### src/rtl/excitable_media_cell_assert.svh
// ---------------------------------------------------------------------------
// Assertion macros for the excitable media cell.
// Each macro checks one clocked implication and is empty when ASSERT_OFF is set.
// ---------------------------------------------------------------------------
`ifndef EXCITABLE_MEDIA_CELL_ASSERT_SVH
`define EXCITABLE_MEDIA_CELL_ASSERT_SVH

`ifndef ASSERT_OFF

// The consequent must hold in the same cycle as the antecedent.
`define EMC_ASSERT_IMPLY(label, clk, rst, ante, cons) \
   label: assert property (@(posedge clk) disable iff (rst) (ante) |-> (cons)) \
      else $error("excitable_media_cell: same-cycle check failed");

// The consequent must hold in the cycle after the antecedent.
`define EMC_ASSERT_NEXT(label, clk, rst, ante, cons) \
   label: assert property (@(posedge clk) disable iff (rst) (ante) |=> (cons)) \
      else $error("excitable_media_cell: next-cycle check failed");

`else

`define EMC_ASSERT_IMPLY(label, clk, rst, ante, cons)
`define EMC_ASSERT_NEXT(label, clk, rst, ante, cons)

`endif

`endif

### src/rtl/emc_pkg.sv
`timescale 1ns / 1ps
// ---------------------------------------------------------------------------
// emc_pkg
// Shared widths, constants, register codes and controller command types.
// ---------------------------------------------------------------------------
package emc_pkg;

   localparam int MAX_NEIGHBORS = 6;
   localparam int STATE_W       = 4;
   localparam int NEIGH_FIELD_W = 24;
   localparam int SLOTS         = NEIGH_FIELD_W / STATE_W;
   localparam int HIT_W         = $clog2(SLOTS + 1);

   localparam int CSR_INDEX_W = 3;
   localparam int CSR_DATA_W  = 32;

   typedef enum logic [CSR_INDEX_W-1:0] {
      REG_EXCITE_THRESHOLD = 3'd0,
      REG_SPARK_CHANCE     = 3'd1,
      REG_REFRACTORY_LEN   = 3'd2,
      REG_TICK_PERIOD_MS   = 3'd3,
      REG_HUE_SEL          = 3'd4,
      REG_KNOCK_MODE       = 3'd5,
      REG_PRESENCE_SEED    = 3'd6,
      REG_RNG_SEED         = 3'd7
   } csr_index_type;

   // Register reset values and substitutes for a zero setting.
   localparam logic [7:0]  RST_EXCITE_THRESHOLD = 8'd1;
   localparam logic [7:0]  RST_SPARK_CHANCE     = 8'd2;
   localparam logic [7:0]  RST_REFRACTORY_LEN   = 8'd3;
   localparam logic [14:0] RST_TICK_PERIOD_MS   = 15'd1000;
   localparam logic [7:0]  RST_HUE_SEL          = 8'd160;
   localparam logic [31:0] RNG_DEFAULT_SEED     = 32'hA5A5A5A5;
   localparam logic [7:0]  DEFAULT_THRESHOLD    = 8'd1;
   localparam logic [7:0]  DEFAULT_REFRACTORY   = 8'd3;
   localparam logic [14:0] DEFAULT_PERIOD_MS    = 15'd1000;

   localparam logic [7:0]  CELL_QUIESCENT = 8'd0;
   localparam logic [7:0]  CELL_EXCITED   = 8'd1;
   localparam logic [3:0]  NEIGH_EXCITED  = 4'd1;

   localparam logic [31:0] ATTACK_MS      = 32'd200;
   localparam logic [7:0]  FULL_LEVEL     = 8'd255;
   localparam logic [7:0]  REFR_NUMERATOR = 8'd140;
   localparam logic [7:0]  QUIET_LEVEL    = 8'd25;
   localparam logic [5:0]  STRIKE_MS      = 6'd40;
   localparam int          HUE_SPAN       = 43;

   // floor(x / 200) = (x * 5243) >> 20 for every x below 43799.
   localparam logic [12:0] RECIP_200   = 13'd5243;
   localparam int          RECIP_SHIFT = 20;

   localparam int DIV_STEPS = 8;
   localparam int DIV_CNT_W = $clog2(DIV_STEPS);

   typedef struct packed {
      logic capture;
      logic load;
      logic step;
      logic prep;
      logic div_step;
      logic level;
      logic mult;
      logic emit;
   } cmd_type;

   typedef struct packed {
      logic div_done;
   } status_type;

   // Exact floor(x / 255) for any product of two bytes.
   function automatic logic [7:0] div_by_255(input logic [15:0] x);
      logic [16:0] sum;
      sum = {1'b0, x} + {9'b0, x[15:8]} + 17'd1;
      return sum[15:8];
   endfunction

endpackage

### src/rtl/emc_if.sv
`timescale 1ns / 1ps
// ---------------------------------------------------------------------------
// emc_req_if / emc_rsp_if
// Valid/ready channels for tick beats in and pixel result beats out.
// ---------------------------------------------------------------------------
interface emc_req_if;
   logic        valid;
   logic        ready;
   logic [31:0] now_ms;
   logic [7:0]  tick_divider;
   logic        presence_rising;
   logic [2:0]  neighbor_count;
   logic [23:0] neighbor_states;

   modport source (output valid, output now_ms, output tick_divider,
                   output presence_rising, output neighbor_count,
                   output neighbor_states, input ready);
   modport sink   (input valid, input now_ms, input tick_divider,
                   input presence_rising, input neighbor_count,
                   input neighbor_states, output ready);
endinterface

interface emc_rsp_if;
   logic        valid;
   logic        ready;
   logic        send_now;
   logic        strike_request;
   logic [5:0]  strike_pulse_ms;
   logic        suppress_light;
   logic [3:0]  tx_state;
   logic [15:0] generation_out;
   logic [15:0] phase_ms;
   logic [7:0]  intensity;
   logic [7:0]  red;
   logic [7:0]  green;
   logic [7:0]  blue;
   logic [7:0]  white;

   modport source (output valid, output send_now, output strike_request,
                   output strike_pulse_ms, output suppress_light, output tx_state,
                   output generation_out, output phase_ms, output intensity,
                   output red, output green, output blue, output white,
                   input ready);
   modport sink   (input valid, input send_now, input strike_request,
                   input strike_pulse_ms, input suppress_light, input tx_state,
                   input generation_out, input phase_ms, input intensity,
                   input red, input green, input blue, input white,
                   output ready);
endinterface

### src/rtl/emc_ctrl.sv
`timescale 1ns / 1ps
// ---------------------------------------------------------------------------
// emc_ctrl
// Sequencer that walks one tick beat through the datapath phases.
// ---------------------------------------------------------------------------
module emc_ctrl (
   input  logic                 clock,
   input  logic                 reset,
   input  logic                 req_valid,
   output logic                 req_ready,
   output logic                 rsp_valid,
   input  logic                 rsp_ready,
   input  emc_pkg::status_type  status,
   output emc_pkg::cmd_type     cmd
);

   typedef enum logic [2:0] {
      S_IDLE,
      S_LOAD,
      S_STEP,
      S_PREP,
      S_DIVIDE,
      S_LEVEL,
      S_MULT,
      S_EMIT
   } state_type;

   state_type state_ff, state_in;
   logic      rsp_valid_ff, rsp_valid_in;
   logic      out_free;

   assign req_ready = (state_ff == S_IDLE);
   assign rsp_valid = rsp_valid_ff;
   assign out_free  = !rsp_valid_ff || rsp_ready;

   always_comb begin
      state_in     = state_ff;
      rsp_valid_in = rsp_valid_ff && !rsp_ready;
      cmd          = '0;
      unique case (state_ff)
         S_IDLE: begin
            if (req_valid) begin
               cmd.capture = 1'b1;
               state_in    = S_LOAD;
            end
         end
         S_LOAD: begin
            cmd.load = 1'b1;
            state_in = S_STEP;
         end
         S_STEP: begin
            cmd.step = 1'b1;
            state_in = S_PREP;
         end
         S_PREP: begin
            cmd.prep = 1'b1;
            state_in = S_DIVIDE;
         end
         S_DIVIDE: begin
            cmd.div_step = 1'b1;
            if (status.div_done) begin
               state_in = S_LEVEL;
            end
         end
         S_LEVEL: begin
            cmd.level = 1'b1;
            state_in  = S_MULT;
         end
         S_MULT: begin
            cmd.mult = 1'b1;
            state_in = S_EMIT;
         end
         S_EMIT: begin
            // Hold here while the previous result beat is still waiting.
            if (out_free) begin
               cmd.emit     = 1'b1;
               rsp_valid_in = 1'b1;
               state_in     = S_IDLE;
            end
         end
      endcase
   end

   always_ff @(posedge clock) begin
      if (reset) begin
         state_ff     <= S_IDLE;
         rsp_valid_ff <= 1'b0;
      end else begin
         state_ff     <= state_in;
         rsp_valid_ff <= rsp_valid_in;
      end
   end

endmodule

### src/rtl/emc_datapath.sv
`timescale 1ns / 1ps
// ---------------------------------------------------------------------------
// emc_datapath
// Cell state, configuration, step logic, level divider and color wheel.
// ---------------------------------------------------------------------------
module emc_datapath (
   input  logic                                clock,
   input  logic                                reset,
   input  emc_pkg::cmd_type                    cmd,
   output emc_pkg::status_type                 status,
   input  logic                                csr_write_enable,
   input  logic [emc_pkg::CSR_INDEX_W-1:0]     csr_index,
   input  logic [emc_pkg::CSR_DATA_W-1:0]      csr_write_data,
   input  logic [31:0]                         now_ms,
   input  logic [7:0]                          tick_divider,
   input  logic                                presence_rising,
   input  logic [2:0]                          neighbor_count,
   input  logic [emc_pkg::NEIGH_FIELD_W-1:0]   neighbor_states,
   output logic                                send_now,
   output logic                                strike_request,
   output logic [5:0]                          strike_pulse_ms,
   output logic                                suppress_light,
   output logic [3:0]                          tx_state,
   output logic [15:0]                         generation_out,
   output logic [15:0]                         phase_ms,
   output logic [7:0]                          intensity,
   output logic [7:0]                          red,
   output logic [7:0]                          green,
   output logic [7:0]                          blue,
   output logic [7:0]                          white
);

   localparam logic [7:0] SEG1 = 8'(emc_pkg::HUE_SPAN);
   localparam logic [7:0] SEG2 = 8'(2 * emc_pkg::HUE_SPAN);
   localparam logic [7:0] SEG3 = 8'(3 * emc_pkg::HUE_SPAN);
   localparam logic [7:0] SEG4 = 8'(4 * emc_pkg::HUE_SPAN);
   localparam logic [7:0] SEG5 = 8'(5 * emc_pkg::HUE_SPAN);

   // Configuration registers.
   logic [7:0]  threshold_ff, spark_ff, refr_ff, hue_ff;
   logic [14:0] period_cfg_ff;
   logic        knock_ff, seed_en_ff;

   // Captured tick beat.
   logic [31:0] now_ff;
   logic [7:0]  div_ff;
   logic        pres_ff;
   logic [2:0]  nn_ff;
   logic [emc_pkg::NEIGH_FIELD_W-1:0] nb_ff;

   // Cell state.
   logic [7:0]  cell_ff, cell_in;
   logic [15:0] count_ff;
   logic [31:0] rng_ff, rng_in;
   logic [31:0] last_ff, excite_ff;
   logic        seed_ff;

   // Working registers.
   logic [22:0] period_ff;
   logic        send_ff;
   logic        dt_big_ff;
   logic [28:0] recip_ff;
   logic [2:0]  seg_ff;
   logic [7:0]  rem6_ff;
   logic [7:0]  quo_ff, rem_ff;
   logic [emc_pkg::DIV_CNT_W-1:0] cnt_ff;
   logic [7:0]  inten_ff;
   logic [15:0] pq_ff, pt_ff;

   // Output payload registers.
   logic        send_out_ff, strike_out_ff, knock_out_ff;
   logic [5:0]  pulse_out_ff;
   logic [3:0]  tx_out_ff;
   logic [15:0] gen_out_ff, phase_out_ff;
   logic [7:0]  inten_out_ff, red_out_ff, green_out_ff, blue_out_ff, white_out_ff;

   // Combinational terms.
   logic [7:0]  k_eff, refr_eff;
   logic [14:0] period_eff;
   logic [7:0]  tdiv_eff;
   logic [31:0] elapsed;
   logic        take_step;
   logic [31:0] x1, x2;
   logic [emc_pkg::HIT_W-1:0] hits;
   logic        excite_now;
   logic [31:0] dt;
   logic [15:0] attack_x;
   logic [2:0]  seg_in;
   logic [7:0]  seg_base, hue_rem;
   logic [8:0]  rem_try, rem_diff;
   logic        rem_ge;
   logic [7:0]  level_in;
   logic [7:0]  wq, wt;
   logic [7:0]  r_in, g_in, b_in, w_in;

   assign k_eff      = (threshold_ff != 8'd0) ? threshold_ff : emc_pkg::DEFAULT_THRESHOLD;
   assign refr_eff   = (refr_ff != 8'd0) ? refr_ff : emc_pkg::DEFAULT_REFRACTORY;
   assign period_eff = (period_cfg_ff != 15'd0) ? period_cfg_ff
                                                : emc_pkg::DEFAULT_PERIOD_MS;
   assign tdiv_eff   = (div_ff != 8'd0) ? div_ff : 8'd1;

   assign elapsed   = now_ff - last_ff;
   assign take_step = (elapsed >= {9'b0, period_ff});

   // xorshift32 advance.
   assign x1     = rng_ff ^ (rng_ff << 13);
   assign x2     = x1 ^ (x1 >> 17);
   assign rng_in = x2 ^ (x2 << 5);

   always_comb begin
      int lim;
      lim  = (int'(nn_ff) > emc_pkg::MAX_NEIGHBORS) ? emc_pkg::MAX_NEIGHBORS : int'(nn_ff);
      hits = '0;
      for (int i = 0; i < emc_pkg::SLOTS; i++) begin
         if (i < lim && nb_ff[i*emc_pkg::STATE_W +: emc_pkg::STATE_W] == emc_pkg::NEIGH_EXCITED) begin
            hits = hits + emc_pkg::HIT_W'(1);
         end
      end
   end

   assign excite_now = ({{(8 - emc_pkg::HIT_W){1'b0}}, hits} >= k_eff)
                       || (rng_in[7:0] < spark_ff) || seed_ff;

   always_comb begin
      if (cell_ff == emc_pkg::CELL_QUIESCENT) begin
         cell_in = excite_now ? emc_pkg::CELL_EXCITED : emc_pkg::CELL_QUIESCENT;
      end else if ({1'b0, cell_ff} >= ({1'b0, refr_eff} + 9'd1)) begin
         cell_in = emc_pkg::CELL_QUIESCENT;
      end else begin
         cell_in = cell_ff + 8'd1;
      end
   end

   // Attack ramp: dt * 255, later scaled by the reciprocal of 200.
   assign dt       = now_ff - excite_ff;
   assign attack_x = {dt[7:0], 8'b0} - {8'b0, dt[7:0]};

   always_comb begin
      if (hue_ff >= SEG5) begin
         seg_in = 3'd5; seg_base = SEG5;
      end else if (hue_ff >= SEG4) begin
         seg_in = 3'd4; seg_base = SEG4;
      end else if (hue_ff >= SEG3) begin
         seg_in = 3'd3; seg_base = SEG3;
      end else if (hue_ff >= SEG2) begin
         seg_in = 3'd2; seg_base = SEG2;
      end else if (hue_ff >= SEG1) begin
         seg_in = 3'd1; seg_base = SEG1;
      end else begin
         seg_in = 3'd0; seg_base = 8'd0;
      end
   end
   assign hue_rem = hue_ff - seg_base;

   // Restoring divider for 140 / cell_state, one quotient bit per cycle.
   assign rem_try  = {rem_ff, quo_ff[7]};
   assign rem_diff = rem_try - {1'b0, cell_ff};
   assign rem_ge   = (rem_try >= {1'b0, cell_ff});
   assign status.div_done = (cnt_ff == emc_pkg::DIV_CNT_W'(emc_pkg::DIV_STEPS - 1));

   always_comb begin
      if (cell_ff == emc_pkg::CELL_EXCITED) begin
         level_in = dt_big_ff ? emc_pkg::FULL_LEVEL
                              : recip_ff[emc_pkg::RECIP_SHIFT +: 8];
      end else if (cell_ff != emc_pkg::CELL_QUIESCENT) begin
         level_in = quo_ff;
      end else begin
         level_in = emc_pkg::QUIET_LEVEL;
      end
   end

   assign wq = emc_pkg::div_by_255(pq_ff);
   assign wt = emc_pkg::div_by_255(pt_ff);

   always_comb begin
      case (seg_ff)
         3'd0:    begin r_in = inten_ff; g_in = wt;       b_in = 8'd0;     end
         3'd1:    begin r_in = wq;       g_in = inten_ff; b_in = 8'd0;     end
         3'd2:    begin r_in = 8'd0;     g_in = inten_ff; b_in = wt;       end
         3'd3:    begin r_in = 8'd0;     g_in = wq;       b_in = inten_ff; end
         3'd4:    begin r_in = wt;       g_in = 8'd0;     b_in = inten_ff; end
         default: begin r_in = inten_ff; g_in = 8'd0;     b_in = wq;       end
      endcase
      w_in = 8'd0;
      if (cell_ff == emc_pkg::CELL_QUIESCENT) begin
         w_in = inten_ff;
         r_in = 8'd0;
         g_in = 8'd0;
         b_in = 8'd0;
      end
      if (knock_ff) begin
         r_in = 8'd0;
         g_in = 8'd0;
         b_in = 8'd0;
         w_in = 8'd0;
      end
   end

   // Configuration and cell state.
   always_ff @(posedge clock) begin
      if (reset) begin
         threshold_ff  <= emc_pkg::RST_EXCITE_THRESHOLD;
         spark_ff      <= emc_pkg::RST_SPARK_CHANCE;
         refr_ff       <= emc_pkg::RST_REFRACTORY_LEN;
         period_cfg_ff <= emc_pkg::RST_TICK_PERIOD_MS;
         hue_ff        <= emc_pkg::RST_HUE_SEL;
         knock_ff      <= 1'b0;
         seed_en_ff    <= 1'b0;
         rng_ff        <= emc_pkg::RNG_DEFAULT_SEED;
         cell_ff       <= emc_pkg::CELL_QUIESCENT;
         count_ff      <= 16'd0;
         last_ff       <= 32'd0;
         excite_ff     <= 32'd0;
         seed_ff       <= 1'b0;
         cnt_ff        <= '0;
      end else begin
         if (csr_write_enable) begin
            unique case (emc_pkg::csr_index_type'(csr_index))
               emc_pkg::REG_EXCITE_THRESHOLD: threshold_ff  <= csr_write_data[7:0];
               emc_pkg::REG_SPARK_CHANCE:     spark_ff      <= csr_write_data[7:0];
               emc_pkg::REG_REFRACTORY_LEN:   refr_ff       <= csr_write_data[7:0];
               emc_pkg::REG_TICK_PERIOD_MS:   period_cfg_ff <= csr_write_data[14:0];
               emc_pkg::REG_HUE_SEL:          hue_ff        <= csr_write_data[7:0];
               emc_pkg::REG_KNOCK_MODE:       knock_ff      <= csr_write_data[0];
               emc_pkg::REG_PRESENCE_SEED:    seed_en_ff    <= csr_write_data[0];
               emc_pkg::REG_RNG_SEED: begin
                  rng_ff <= (csr_write_data != 32'd0) ? csr_write_data
                                                      : emc_pkg::RNG_DEFAULT_SEED;
               end
            endcase
         end
         if (cmd.load) begin
            if (seed_en_ff && pres_ff) begin
               seed_ff <= 1'b1;
            end
            if (last_ff == 32'd0) begin
               last_ff <= now_ff;
            end
         end
         if (cmd.step && take_step) begin
            last_ff  <= now_ff;
            count_ff <= count_ff + 16'd1;
            cell_ff  <= cell_in;
            if (cell_ff == emc_pkg::CELL_QUIESCENT) begin
               rng_ff <= rng_in;
               if (excite_now) begin
                  excite_ff <= now_ff;
                  seed_ff   <= 1'b0;
               end
            end
         end
         if (cmd.prep) begin
            cnt_ff <= '0;
         end else if (cmd.div_step) begin
            cnt_ff <= cnt_ff + emc_pkg::DIV_CNT_W'(1);
         end
      end
   end

   // Beat capture, working values and result payload.
   always_ff @(posedge clock) begin
      if (cmd.capture) begin
         now_ff  <= now_ms;
         div_ff  <= tick_divider;
         pres_ff <= presence_rising;
         nn_ff   <= neighbor_count;
         nb_ff   <= neighbor_states;
      end
      if (cmd.load) begin
         period_ff <= {8'b0, period_eff} * {15'b0, tdiv_eff};
      end
      if (cmd.step) begin
         send_ff <= take_step && (cell_in == emc_pkg::CELL_EXCITED);
      end
      if (cmd.prep) begin
         dt_big_ff <= (dt >= emc_pkg::ATTACK_MS);
         recip_ff  <= {13'b0, attack_x} * {16'b0, emc_pkg::RECIP_200};
         seg_ff    <= seg_in;
         rem6_ff   <= (hue_rem << 2) + (hue_rem << 1);
         quo_ff    <= emc_pkg::REFR_NUMERATOR;
         rem_ff    <= 8'd0;
      end else if (cmd.div_step) begin
         rem_ff <= rem_ge ? rem_diff[7:0] : rem_try[7:0];
         quo_ff <= {quo_ff[6:0], rem_ge};
      end
      if (cmd.level) begin
         inten_ff <= level_in;
      end
      if (cmd.mult) begin
         pq_ff <= {8'b0, inten_ff} * {8'b0, emc_pkg::FULL_LEVEL - rem6_ff};
         pt_ff <= {8'b0, inten_ff} * {8'b0, rem6_ff};
      end
      if (cmd.emit) begin
         send_out_ff   <= send_ff;
         strike_out_ff <= send_ff && knock_ff;
         pulse_out_ff  <= (send_ff && knock_ff) ? emc_pkg::STRIKE_MS : 6'd0;
         knock_out_ff  <= knock_ff;
         tx_out_ff     <= cell_ff[3:0];
         gen_out_ff    <= count_ff;
         phase_out_ff  <= elapsed[15:0];
         inten_out_ff  <= inten_ff;
         red_out_ff    <= r_in;
         green_out_ff  <= g_in;
         blue_out_ff   <= b_in;
         white_out_ff  <= w_in;
      end
   end

   assign send_now        = send_out_ff;
   assign strike_request  = strike_out_ff;
   assign strike_pulse_ms = pulse_out_ff;
   assign suppress_light  = knock_out_ff;
   assign tx_state        = tx_out_ff;
   assign generation_out  = gen_out_ff;
   assign phase_ms        = phase_out_ff;
   assign intensity       = inten_out_ff;
   assign red             = red_out_ff;
   assign green           = green_out_ff;
   assign blue            = blue_out_ff;
   assign white           = white_out_ff;

endmodule

### src/rtl/excitable_media_cell.sv
// An accepted tick beat passes through the load, step, prepare, divide, level, multiply and emit
//   states before its result is presented; the divide state runs the eight iterations of the
//   restoring divider for the refractory level. No new tick beat is taken until the last is emitted.
// Reset (synchronous, active high) loads the configuration and cell-state registers with their
//   default values and leaves the cell quiescent with no result pending; there is no clearing pass.
`timescale 1ns / 1ps
// ---------------------------------------------------------------------------
// excitable_media_cell
// One cell of a Greenberg-Hastings excitable medium with a single RGBW pixel.
// ---------------------------------------------------------------------------
`include "excitable_media_cell_assert.svh"

module excitable_media_cell (
   input  logic                              clock,
   input  logic                              reset,
   emc_req_if.sink                           req_ch,
   emc_rsp_if.source                         rsp_ch,
   input  logic                              csr_write_enable,
   input  logic [emc_pkg::CSR_INDEX_W-1:0]   csr_index,
   input  logic [emc_pkg::CSR_DATA_W-1:0]    csr_write_data
);

   // The controller sequences each beat through load, step, prepare, divide,
   // level, multiply and emit phases. The datapath holds the cell state and
   // the result register, so a finished beat waits there while the next tick
   // beat is already accepted.
   emc_pkg::cmd_type    cmd;
   emc_pkg::status_type status;

   emc_ctrl u_ctrl (
      .clock     (clock),
      .reset     (reset),
      .req_valid (req_ch.valid),
      .req_ready (req_ch.ready),
      .rsp_valid (rsp_ch.valid),
      .rsp_ready (rsp_ch.ready),
      .status    (status),
      .cmd       (cmd)
   );

   // The step decision, spark draw and neighbor count all settle in the step
   // phase; the level and color math follow from the updated state.
   emc_datapath u_datapath (
      .clock            (clock),
      .reset            (reset),
      .cmd              (cmd),
      .status           (status),
      .csr_write_enable (csr_write_enable),
      .csr_index        (csr_index),
      .csr_write_data   (csr_write_data),
      .now_ms           (req_ch.now_ms),
      .tick_divider     (req_ch.tick_divider),
      .presence_rising  (req_ch.presence_rising),
      .neighbor_count   (req_ch.neighbor_count),
      .neighbor_states  (req_ch.neighbor_states),
      .send_now         (rsp_ch.send_now),
      .strike_request   (rsp_ch.strike_request),
      .strike_pulse_ms  (rsp_ch.strike_pulse_ms),
      .suppress_light   (rsp_ch.suppress_light),
      .tx_state         (rsp_ch.tx_state),
      .generation_out   (rsp_ch.generation_out),
      .phase_ms         (rsp_ch.phase_ms),
      .intensity        (rsp_ch.intensity),
      .red              (rsp_ch.red),
      .green            (rsp_ch.green),
      .blue             (rsp_ch.blue),
      .white            (rsp_ch.white)
   );

   // Only one beat is in flight, so the input closes right after an accept.
   `EMC_ASSERT_NEXT(a_single_beat_in_flight, clock, reset, req_ch.valid && req_ch.ready, !req_ch.ready)

   // An emit always leaves a result beat on the output.
   `EMC_ASSERT_NEXT(a_emit_shows_result, clock, reset, cmd.emit, rsp_ch.valid)

   // A strike is requested only on an excited step in knock mode.
   `EMC_ASSERT_IMPLY(a_strike_rule, clock, reset, rsp_ch.valid, rsp_ch.strike_request == (rsp_ch.send_now && rsp_ch.suppress_light))

   // White light and the colored channels never show together.
   `EMC_ASSERT_IMPLY(a_white_excludes_color, clock, reset, rsp_ch.valid && rsp_ch.white != 8'd0, rsp_ch.red == 8'd0 && rsp_ch.green == 8'd0 && rsp_ch.blue == 8'd0)

endmodule

### src/flat_wrapper.sv
// flat-port wrapper written by rule: the top's interface ports become plain ports
module excitable_media_cell_flat 
  (clock, reset, csr_write_enable, csr_index, csr_write_data, req_ch_valid, req_ch_now_ms, req_ch_tick_divider, req_ch_presence_rising, req_ch_neighbor_count, req_ch_neighbor_states, req_ch_ready, rsp_ch_valid, rsp_ch_send_now, rsp_ch_strike_request, rsp_ch_strike_pulse_ms, rsp_ch_suppress_light, rsp_ch_tx_state, rsp_ch_generation_out, rsp_ch_phase_ms, rsp_ch_intensity, rsp_ch_red, rsp_ch_green, rsp_ch_blue, rsp_ch_white, rsp_ch_ready);
  emc_req_if req_ch_i ();
  emc_rsp_if rsp_ch_i ();
  input  logic clock;
  input  logic reset;
  input  logic csr_write_enable;
  input  logic [emc_pkg::CSR_INDEX_W-1:0] csr_index;
  input  logic [emc_pkg::CSR_DATA_W-1:0] csr_write_data;
  input wire logic [$bits(req_ch_i.valid)-1:0] req_ch_valid;
  input wire logic [$bits(req_ch_i.now_ms)-1:0] req_ch_now_ms;
  input wire logic [$bits(req_ch_i.tick_divider)-1:0] req_ch_tick_divider;
  input wire logic [$bits(req_ch_i.presence_rising)-1:0] req_ch_presence_rising;
  input wire logic [$bits(req_ch_i.neighbor_count)-1:0] req_ch_neighbor_count;
  input wire logic [$bits(req_ch_i.neighbor_states)-1:0] req_ch_neighbor_states;
  output wire logic [$bits(req_ch_i.ready)-1:0] req_ch_ready;
  output wire logic [$bits(rsp_ch_i.valid)-1:0] rsp_ch_valid;
  output wire logic [$bits(rsp_ch_i.send_now)-1:0] rsp_ch_send_now;
  output wire logic [$bits(rsp_ch_i.strike_request)-1:0] rsp_ch_strike_request;
  output wire logic [$bits(rsp_ch_i.strike_pulse_ms)-1:0] rsp_ch_strike_pulse_ms;
  output wire logic [$bits(rsp_ch_i.suppress_light)-1:0] rsp_ch_suppress_light;
  output wire logic [$bits(rsp_ch_i.tx_state)-1:0] rsp_ch_tx_state;
  output wire logic [$bits(rsp_ch_i.generation_out)-1:0] rsp_ch_generation_out;
  output wire logic [$bits(rsp_ch_i.phase_ms)-1:0] rsp_ch_phase_ms;
  output wire logic [$bits(rsp_ch_i.intensity)-1:0] rsp_ch_intensity;
  output wire logic [$bits(rsp_ch_i.red)-1:0] rsp_ch_red;
  output wire logic [$bits(rsp_ch_i.green)-1:0] rsp_ch_green;
  output wire logic [$bits(rsp_ch_i.blue)-1:0] rsp_ch_blue;
  output wire logic [$bits(rsp_ch_i.white)-1:0] rsp_ch_white;
  input wire logic [$bits(rsp_ch_i.ready)-1:0] rsp_ch_ready;
  assign req_ch_i.valid = req_ch_valid;
  assign req_ch_i.now_ms = req_ch_now_ms;
  assign req_ch_i.tick_divider = req_ch_tick_divider;
  assign req_ch_i.presence_rising = req_ch_presence_rising;
  assign req_ch_i.neighbor_count = req_ch_neighbor_count;
  assign req_ch_i.neighbor_states = req_ch_neighbor_states;
  assign req_ch_ready = req_ch_i.ready;
  assign rsp_ch_valid = rsp_ch_i.valid;
  assign rsp_ch_send_now = rsp_ch_i.send_now;
  assign rsp_ch_strike_request = rsp_ch_i.strike_request;
  assign rsp_ch_strike_pulse_ms = rsp_ch_i.strike_pulse_ms;
  assign rsp_ch_suppress_light = rsp_ch_i.suppress_light;
  assign rsp_ch_tx_state = rsp_ch_i.tx_state;
  assign rsp_ch_generation_out = rsp_ch_i.generation_out;
  assign rsp_ch_phase_ms = rsp_ch_i.phase_ms;
  assign rsp_ch_intensity = rsp_ch_i.intensity;
  assign rsp_ch_red = rsp_ch_i.red;
  assign rsp_ch_green = rsp_ch_i.green;
  assign rsp_ch_blue = rsp_ch_i.blue;
  assign rsp_ch_white = rsp_ch_i.white;
  assign rsp_ch_i.ready = rsp_ch_ready;
  excitable_media_cell u_core (.clock(clock), .reset(reset), .req_ch(req_ch_i), .rsp_ch(rsp_ch_i), .csr_write_enable(csr_write_enable), .csr_index(csr_index), .csr_write_data(csr_write_data));
endmodule
### config.mk
export PLATFORM = sky130hd
export DESIGN_NAME = excitable_media_cell_flat
export DESIGN_NICKNAME = d
export VERILOG_FILES = /design/src/rtl/emc_pkg.sv /design/src/rtl/emc_if.sv /design/src/rtl/emc_ctrl.sv /design/src/rtl/emc_datapath.sv /design/src/rtl/excitable_media_cell.sv /design/src/flat_wrapper.sv
export VERILOG_INCLUDE_DIRS = /design/src /design/src/rtl
export SDC_FILE = /design/constraint.sdc
export NUM_CORES = 2
export LEC_CHECK = 0
export ABC_CLOCK_PERIOD_IN_PS = 7140
export BUFFER_PORTS_ARGS = -buffer_cell sky130_fd_sc_hd__buf_2
export CORE_AREA = 2 2 342 209
export CTS_CLUSTER_DIAMETER = 100
export CTS_CLUSTER_SIZE = 30
export DETAILED_ROUTE_END_ITERATION = 8
export DIE_AREA = 0 0 344 211
export GPL_TIMING_DRIVEN = 0
export PLACE_DENSITY = 0.78
export REMOVE_ABC_BUFFERS = 1
export SLEW_MARGIN = 20
export SYNTH_ARGS = -nofsm -noshare
export SYNTH_HDL_FRONTEND = slang
export SYNTH_SLANG_ARGS = --single-unit
### constraint.sdc
create_clock -name clock -period 7.14 [get_ports clock]
set_input_delay 1.428 -clock clock [delete_from_list [all_inputs] [get_ports clock]]
set_output_delay 1.428 -clock clock [all_outputs]
set_load 0.1 [all_outputs]
# After elaboration in Yosys (flattened, before gate mapping)
# Cells that the tools add are included.
# word_totals
register_bits,450
inputBits,108
out_inout_bits,87
elab_cells,228
# classes
addsub,20
multipliers,4
n_lt_le_gt_ge,18
eq_ne,30
n_mux,60
n_bitwise,4
reduce_logical,47
# ops
op,n
two-way mux 32 bit,8
two-way mux 8 bit,9
one-hot mux 8 bit (3 select lines),3
subtractor 32 bit,2
bitwise XOR 32 bit,2
adder 16 x 1 -> 16 bit (second input constant),3
adder 16 x 8 -> 16 bit,2
greater-or-equal comparator 32 x 23 -> 1 bit,1
greater-or-equal comparator 32 x 8 -> 1 bit (second input constant),1
logical NOT 32 bit,1
multiplier 8 x 8 -> 16 bit,2
nonzero test 32 bit,1
nonzero test 8 bit,4
bitwise XOR 32 x 15 -> 32 bit,1
== test 3 bit (second input constant),10
multiplier 16 x 13 -> 28 bit (second input constant),1
two-way mux 7 bit,4
two-way mux 3 bit,9
== test 4 x 1 -> 1 bit (second input constant),6
greater-or-equal comparator 8 bit (second input constant),3
one-hot mux 3 bit (8 select lines),1
multiplier 15 x 8 -> 23 bit,1
two-way mux 1 bit,21
== test 3 x 2 -> 1 bit (second input constant),6
37 further kinds,81

# Logic depth before layout (Yosys ltp)
# depth
ltp_word,22
mapped_depth,35
depth_no_buf,35

# Hierarchy
# From an unflattened synthesis, not the netlist that was laid out.
# hier_totals
cells_unflattened,3579
area_unflattened_um2,34056.4
# by_module_without_submodules
mod,n_inst,cells_each,area_each_um2,seq_area_each_um2
emc_datapath,1,3548,33817.4,10660.2
emc_ctrl,1,31,239.0,80.1

# Least setup slack after synthesis
# Ideal clock, no wire load.
# synth_path
kind,flip-flop to flip-flop
start,register u_core.u_datapath.now_ff[2]
end,"register u_core.u_datapath.recip_ff[27], data pin"
setup_ns,0.260
arrival_ns,7.518
required_ns,6.880
slack_ns,-0.638
path_stages_with_launch,28
path_buffers,0
synth_period_minus_slack_ns,7.778
cell_sequence,edfxtp_1 -> ha_1 -> nor2b_1 -> or2_2 -> or4_1 -> a21oi_1 -> a21oi_1 -> or3_1 -> o21ai_0 -> fa_1 -> ha_1 -> fa_1 -> fa_1 -> inv_1 -> fa_1 -> inv_1 -> ha_1 -> nand3_1 -> nor2_1 -> nand3_1 -> o311ai_0 -> o311a_1 -> o31a_1 -> o21ai_0 -> a21boi_0 -> o21a_1 -> nor2_1 -> xnor2_1
# synth_between
elab_chain_len,3
# synth_lines
element,line,rtl
start: declaration,emc_datapath.sv:45,logic [31:0] now_ff;
start signal: assignment,emc_datapath.sv:263,now_ff <= now_ms;
subtractor 32 bit,emc_datapath.sv:135,assign dt = now_ff - excite_ff;
subtractor 16 x 8 -> 16 bit,emc_datapath.sv:136,"assign attack_x = {dt[7:0], 8'b0} - {8'b0, dt[7:0]};"
multiplier 16 x 13 -> 28 bit,emc_datapath.sv:277,"recip_ff <= {13'b0, attack_x} * {16'b0, emc_pkg::RECIP_200};"
end signal: assignment,emc_datapath.sv:277,
end: declaration,emc_datapath.sv:62,logic [28:0] recip_ff;
# Every way passes these cells.
# A chain may end at the register's enable or synchronous reset.

# Final worst setup path
# layout_path
start,register u_core.u_datapath.now_ff[1]
end,"register u_core.u_datapath.recip_ff[27], data pin"
# The elaborated chain is that of the path after synthesis.

==> metrics.txt <==
Avg Inst Size Synth 9.57 µm²; Synth top area share 20.4%; Arr. time, crit path 8.07 ns; Total Routed Length 86800 µm; number of synthesized register bits 422; hold endpoint u_core.u_datapath.send_now; NumNets Final 4378; core area 69300 µm²; Final Cell Area 37200 µm²; Crit path top cell by count inv_2; Post-Synth Adder-Cell Area 26.7%; Slew headroom 22.4%; Reg-to-Reg End u_core.u_datapath.recip_ff[27]; port buffer count 190; Post-synth EDFFs 229; # setup viols final 6; Placed Area 35700 µm²; Die Y 211 µm; drt pass-1 iters 8; number of remaining DRC errors 0; xor and xnor area share after synthesis 5.72%; most common flop cell mapped by yosys edfxtp_1; CTS tree yes; HP Start u_core.u_datapath.send_ff; routability cong. 0.947; Synth Cell Area 33700 µm²; Area Growth Syn to Fin 10.6%; peak supply drop 786 µV; share of layout cells above drive strength 1 11.4%; most common cell after layout, fill and taps aside inv_1; vias in the first global route 24881; Final Max Slew Viols 0; HP Class reg2reg; vias 26051; Antenna Nets Post-Route 0; Inserted Clock Buffers 18; post-synthesis mux area share 2.56%; largest cells by area after synthesis edfxtp_1 20%, ha_1 14%, fa_1 13%; 1st-iter DRT viols 2645; failing checks setup timing; skew final 0.0500 ns; RSZ-0062 raised after global routing true; R2R cell count 33; die width 344 µm; setup slack after placement -2.05 ns; CP max-delay cell fa_1; largest family of logic cells by synthesized area adder cells; commonest non-fill, non-tap cells in the layout 463 x inv_1, 349 x ha_1, 297 x nand2_1; worst reg-to-reg setup slack -0.54 ns; Starting Density 48.6%; peak per-stage delay on the critical path 0.53 ns; Top-Level Pins 195; H-Tree Depth 1; drt wl/cell 18.8 µm; yosys warns 0; Netlist cell types 90; die area 72600 µm²; initial antenna violation count 4; Synth Area in Simple Gates 14.5%; Worst Path Max Fanout 5; Tcrit/Tclk final 108%; slack of the critical path -0.544 ns; Slew @ Worst Pin 1.16 ns; largest area contributor in the netlist edfxtp_1; WHS Path Cells 0; status finished with violations; sequential area share after synthesis 31.9%; Critical R2R Launch u_core.u_datapath.now_ff[1]; GR Overflow Total 0; hold_buf cts 0; via density per instance 5.64; max_cap viols 0; worst setup path class reg2reg; Compound-Gate Fraction of Synth Area 11.6%; Detailed Place HPWL 65600 µm; GR Util All Layers 23.7%; clk sink count 422; power density over the cells 440 nW/µm²; Leakage 16.3 nW; Hold Violations, Final 0; Rows 75; clk buf depth 3; Max Clk Rate 130 MHz; Root Driver clkbuf_16; Worst Setup End Kind flip-flop; FFs w/ async S/R, synth 0%; total power 16.4 mW; first-pass GRT wire length 136000 µm; post-synthesis cell count 3516; largest net degree at the start of global routing 110; fin crit period 7.68 ns; Worst Setup Start Kind flip-flop; Worst EP required 7.52 ns; clock latency on the worst-skew pair 0.62 ns; CTS clk-pin slew, worst paths 0.13 ns
-- critical path, delay by kind of cell (launching register included) --
kind	cells	cell delay [ns]
adders and majority gates	7	2.80
and+or+nand+nor	9	1.95
AOI/OAI and AO/OA	8	1.45
DFF	1	0.52
buffers and inverters	7	0.46
xor gates and xnor gates	2	0.31
-- cell families after synthesis --
family,after synthesis
mux,85
flops,422
compound gates,590
buf+inv,604
other cells,1
simple gates,1009
xor+xnor,218
fa+ha+maj,587
-- power by group --
part           internal, mW  total, mW  switching, mW
combinational          5.33       11.9           6.58
sequential             2.97       3.14          0.170
clock                 0.496       1.32          0.827
total                  8.80       16.4           7.58
-- layer usage --
layer	global-route usage, %	up-vias	share of wire [%]
met5	0	-	0.013
met4	4.74	2	1.9
met3	6.00	122	10
met2	33.6	1095	41
met1	36.1	12591	47
li1	-	12241	-
-- worst max-delay path by stage --
stage                                      startpoint                        endpoint  slack (ns)  depth (start not counted)
after floorplan           u_core.u_datapath.now_ff[2]  u_core.u_datapath.recip_ff[27]       -0.64                         27
after global placement    u_core.u_datapath.now_ff[0]  u_core.u_datapath.recip_ff[27]       -2.18                         29
after detailed placement  u_core.u_datapath.now_ff[2]  u_core.u_datapath.recip_ff[27]       -2.05                         32
after CTS                 u_core.u_datapath.now_ff[0]  u_core.u_datapath.recip_ff[27]       -0.37                         34
after global routing      u_core.u_datapath.now_ff[0]  u_core.u_datapath.recip_ff[27]       -0.74                         34
final                     u_core.u_datapath.now_ff[1]  u_core.u_datapath.recip_ff[27]       -0.54                         33
-- final cells by class --
cell class              instances  area, µm²
diodes                          3       7.51
clock buffers                  28        488
repair buffers                262       1740
inverters                     486       1830
flip-flops and latches        422      10700
well taps                     924       1160
multi-input cells            2493      21200
fillers                      5947      32000
clock inverters                 4       48.8
-- through the flow --
step           utilization [%]  TNS, ns  hold slack, ns  std cells
6_report                  53.8    -2.11           0.425       4622
3_3_place_gp              50.9   -57.65           0.433       4515
5_1_grt                   53.7    -3.57           0.462       4620
3_5_place_dp              51.5   -11.88           0.432       4535
4_1_cts                   53.2   -0.876           0.426       4595
2_1_floorplan                -    -1.69           0.418       3401
-- what timing repair did --
item / CTS / global route
buffers inserted: 29 / 25
setup endpoints to repair: 8 / 113
gates resized for setup: 91 / 45
pin swaps: 48 / 45
-- registers in the layout, summed over array words and instances, names as in the netlist, 15 cells and up --
name and count:
u_core.u_datapath.phase_ms 16, u_core.u_datapath.period_ff 23, u_core.u_datapath.count_ff 16, u_core.u_datapath.nb_ff 24, u_core.u_datapath.period_cfg_ff 15, u_core.u_datapath.rng_ff 32, u_core.u_datapath.last_ff 32, u_core.u_datapath.now_ff 32
u_core.u_datapath.generation_out 16, u_core.u_datapath.pq_ff 16, u_core.u_datapath.excite_ff 32, u_core.u_datapath.pt_ff 15
-- synth_stat cells (14+ instances only) --
cell	n
nand2b_1	60
o211ai_1	17
xor2_1	76
a311oi_1	14
nor3_1	57
fa_1	219
o21ai_0	100
ha_1	368
nand3_1	68
nor2_1	247
inv_1	485
edfxtp_1	229
clkbuf_1	92
a211oi_1	20
a21o_1	64
nand2_1	298
a21oi_1	178
nand4_1	26
nor2b_1	44
o21a_1	27
dfxtp_1	193
nor4_1	30
a31oi_1	22
and2_1	116
o22ai_1	15
xnor2_1	141
o21bai_1	22
mux2i_1	77
No activity file was read; power rests on OpenSTA's default activity.
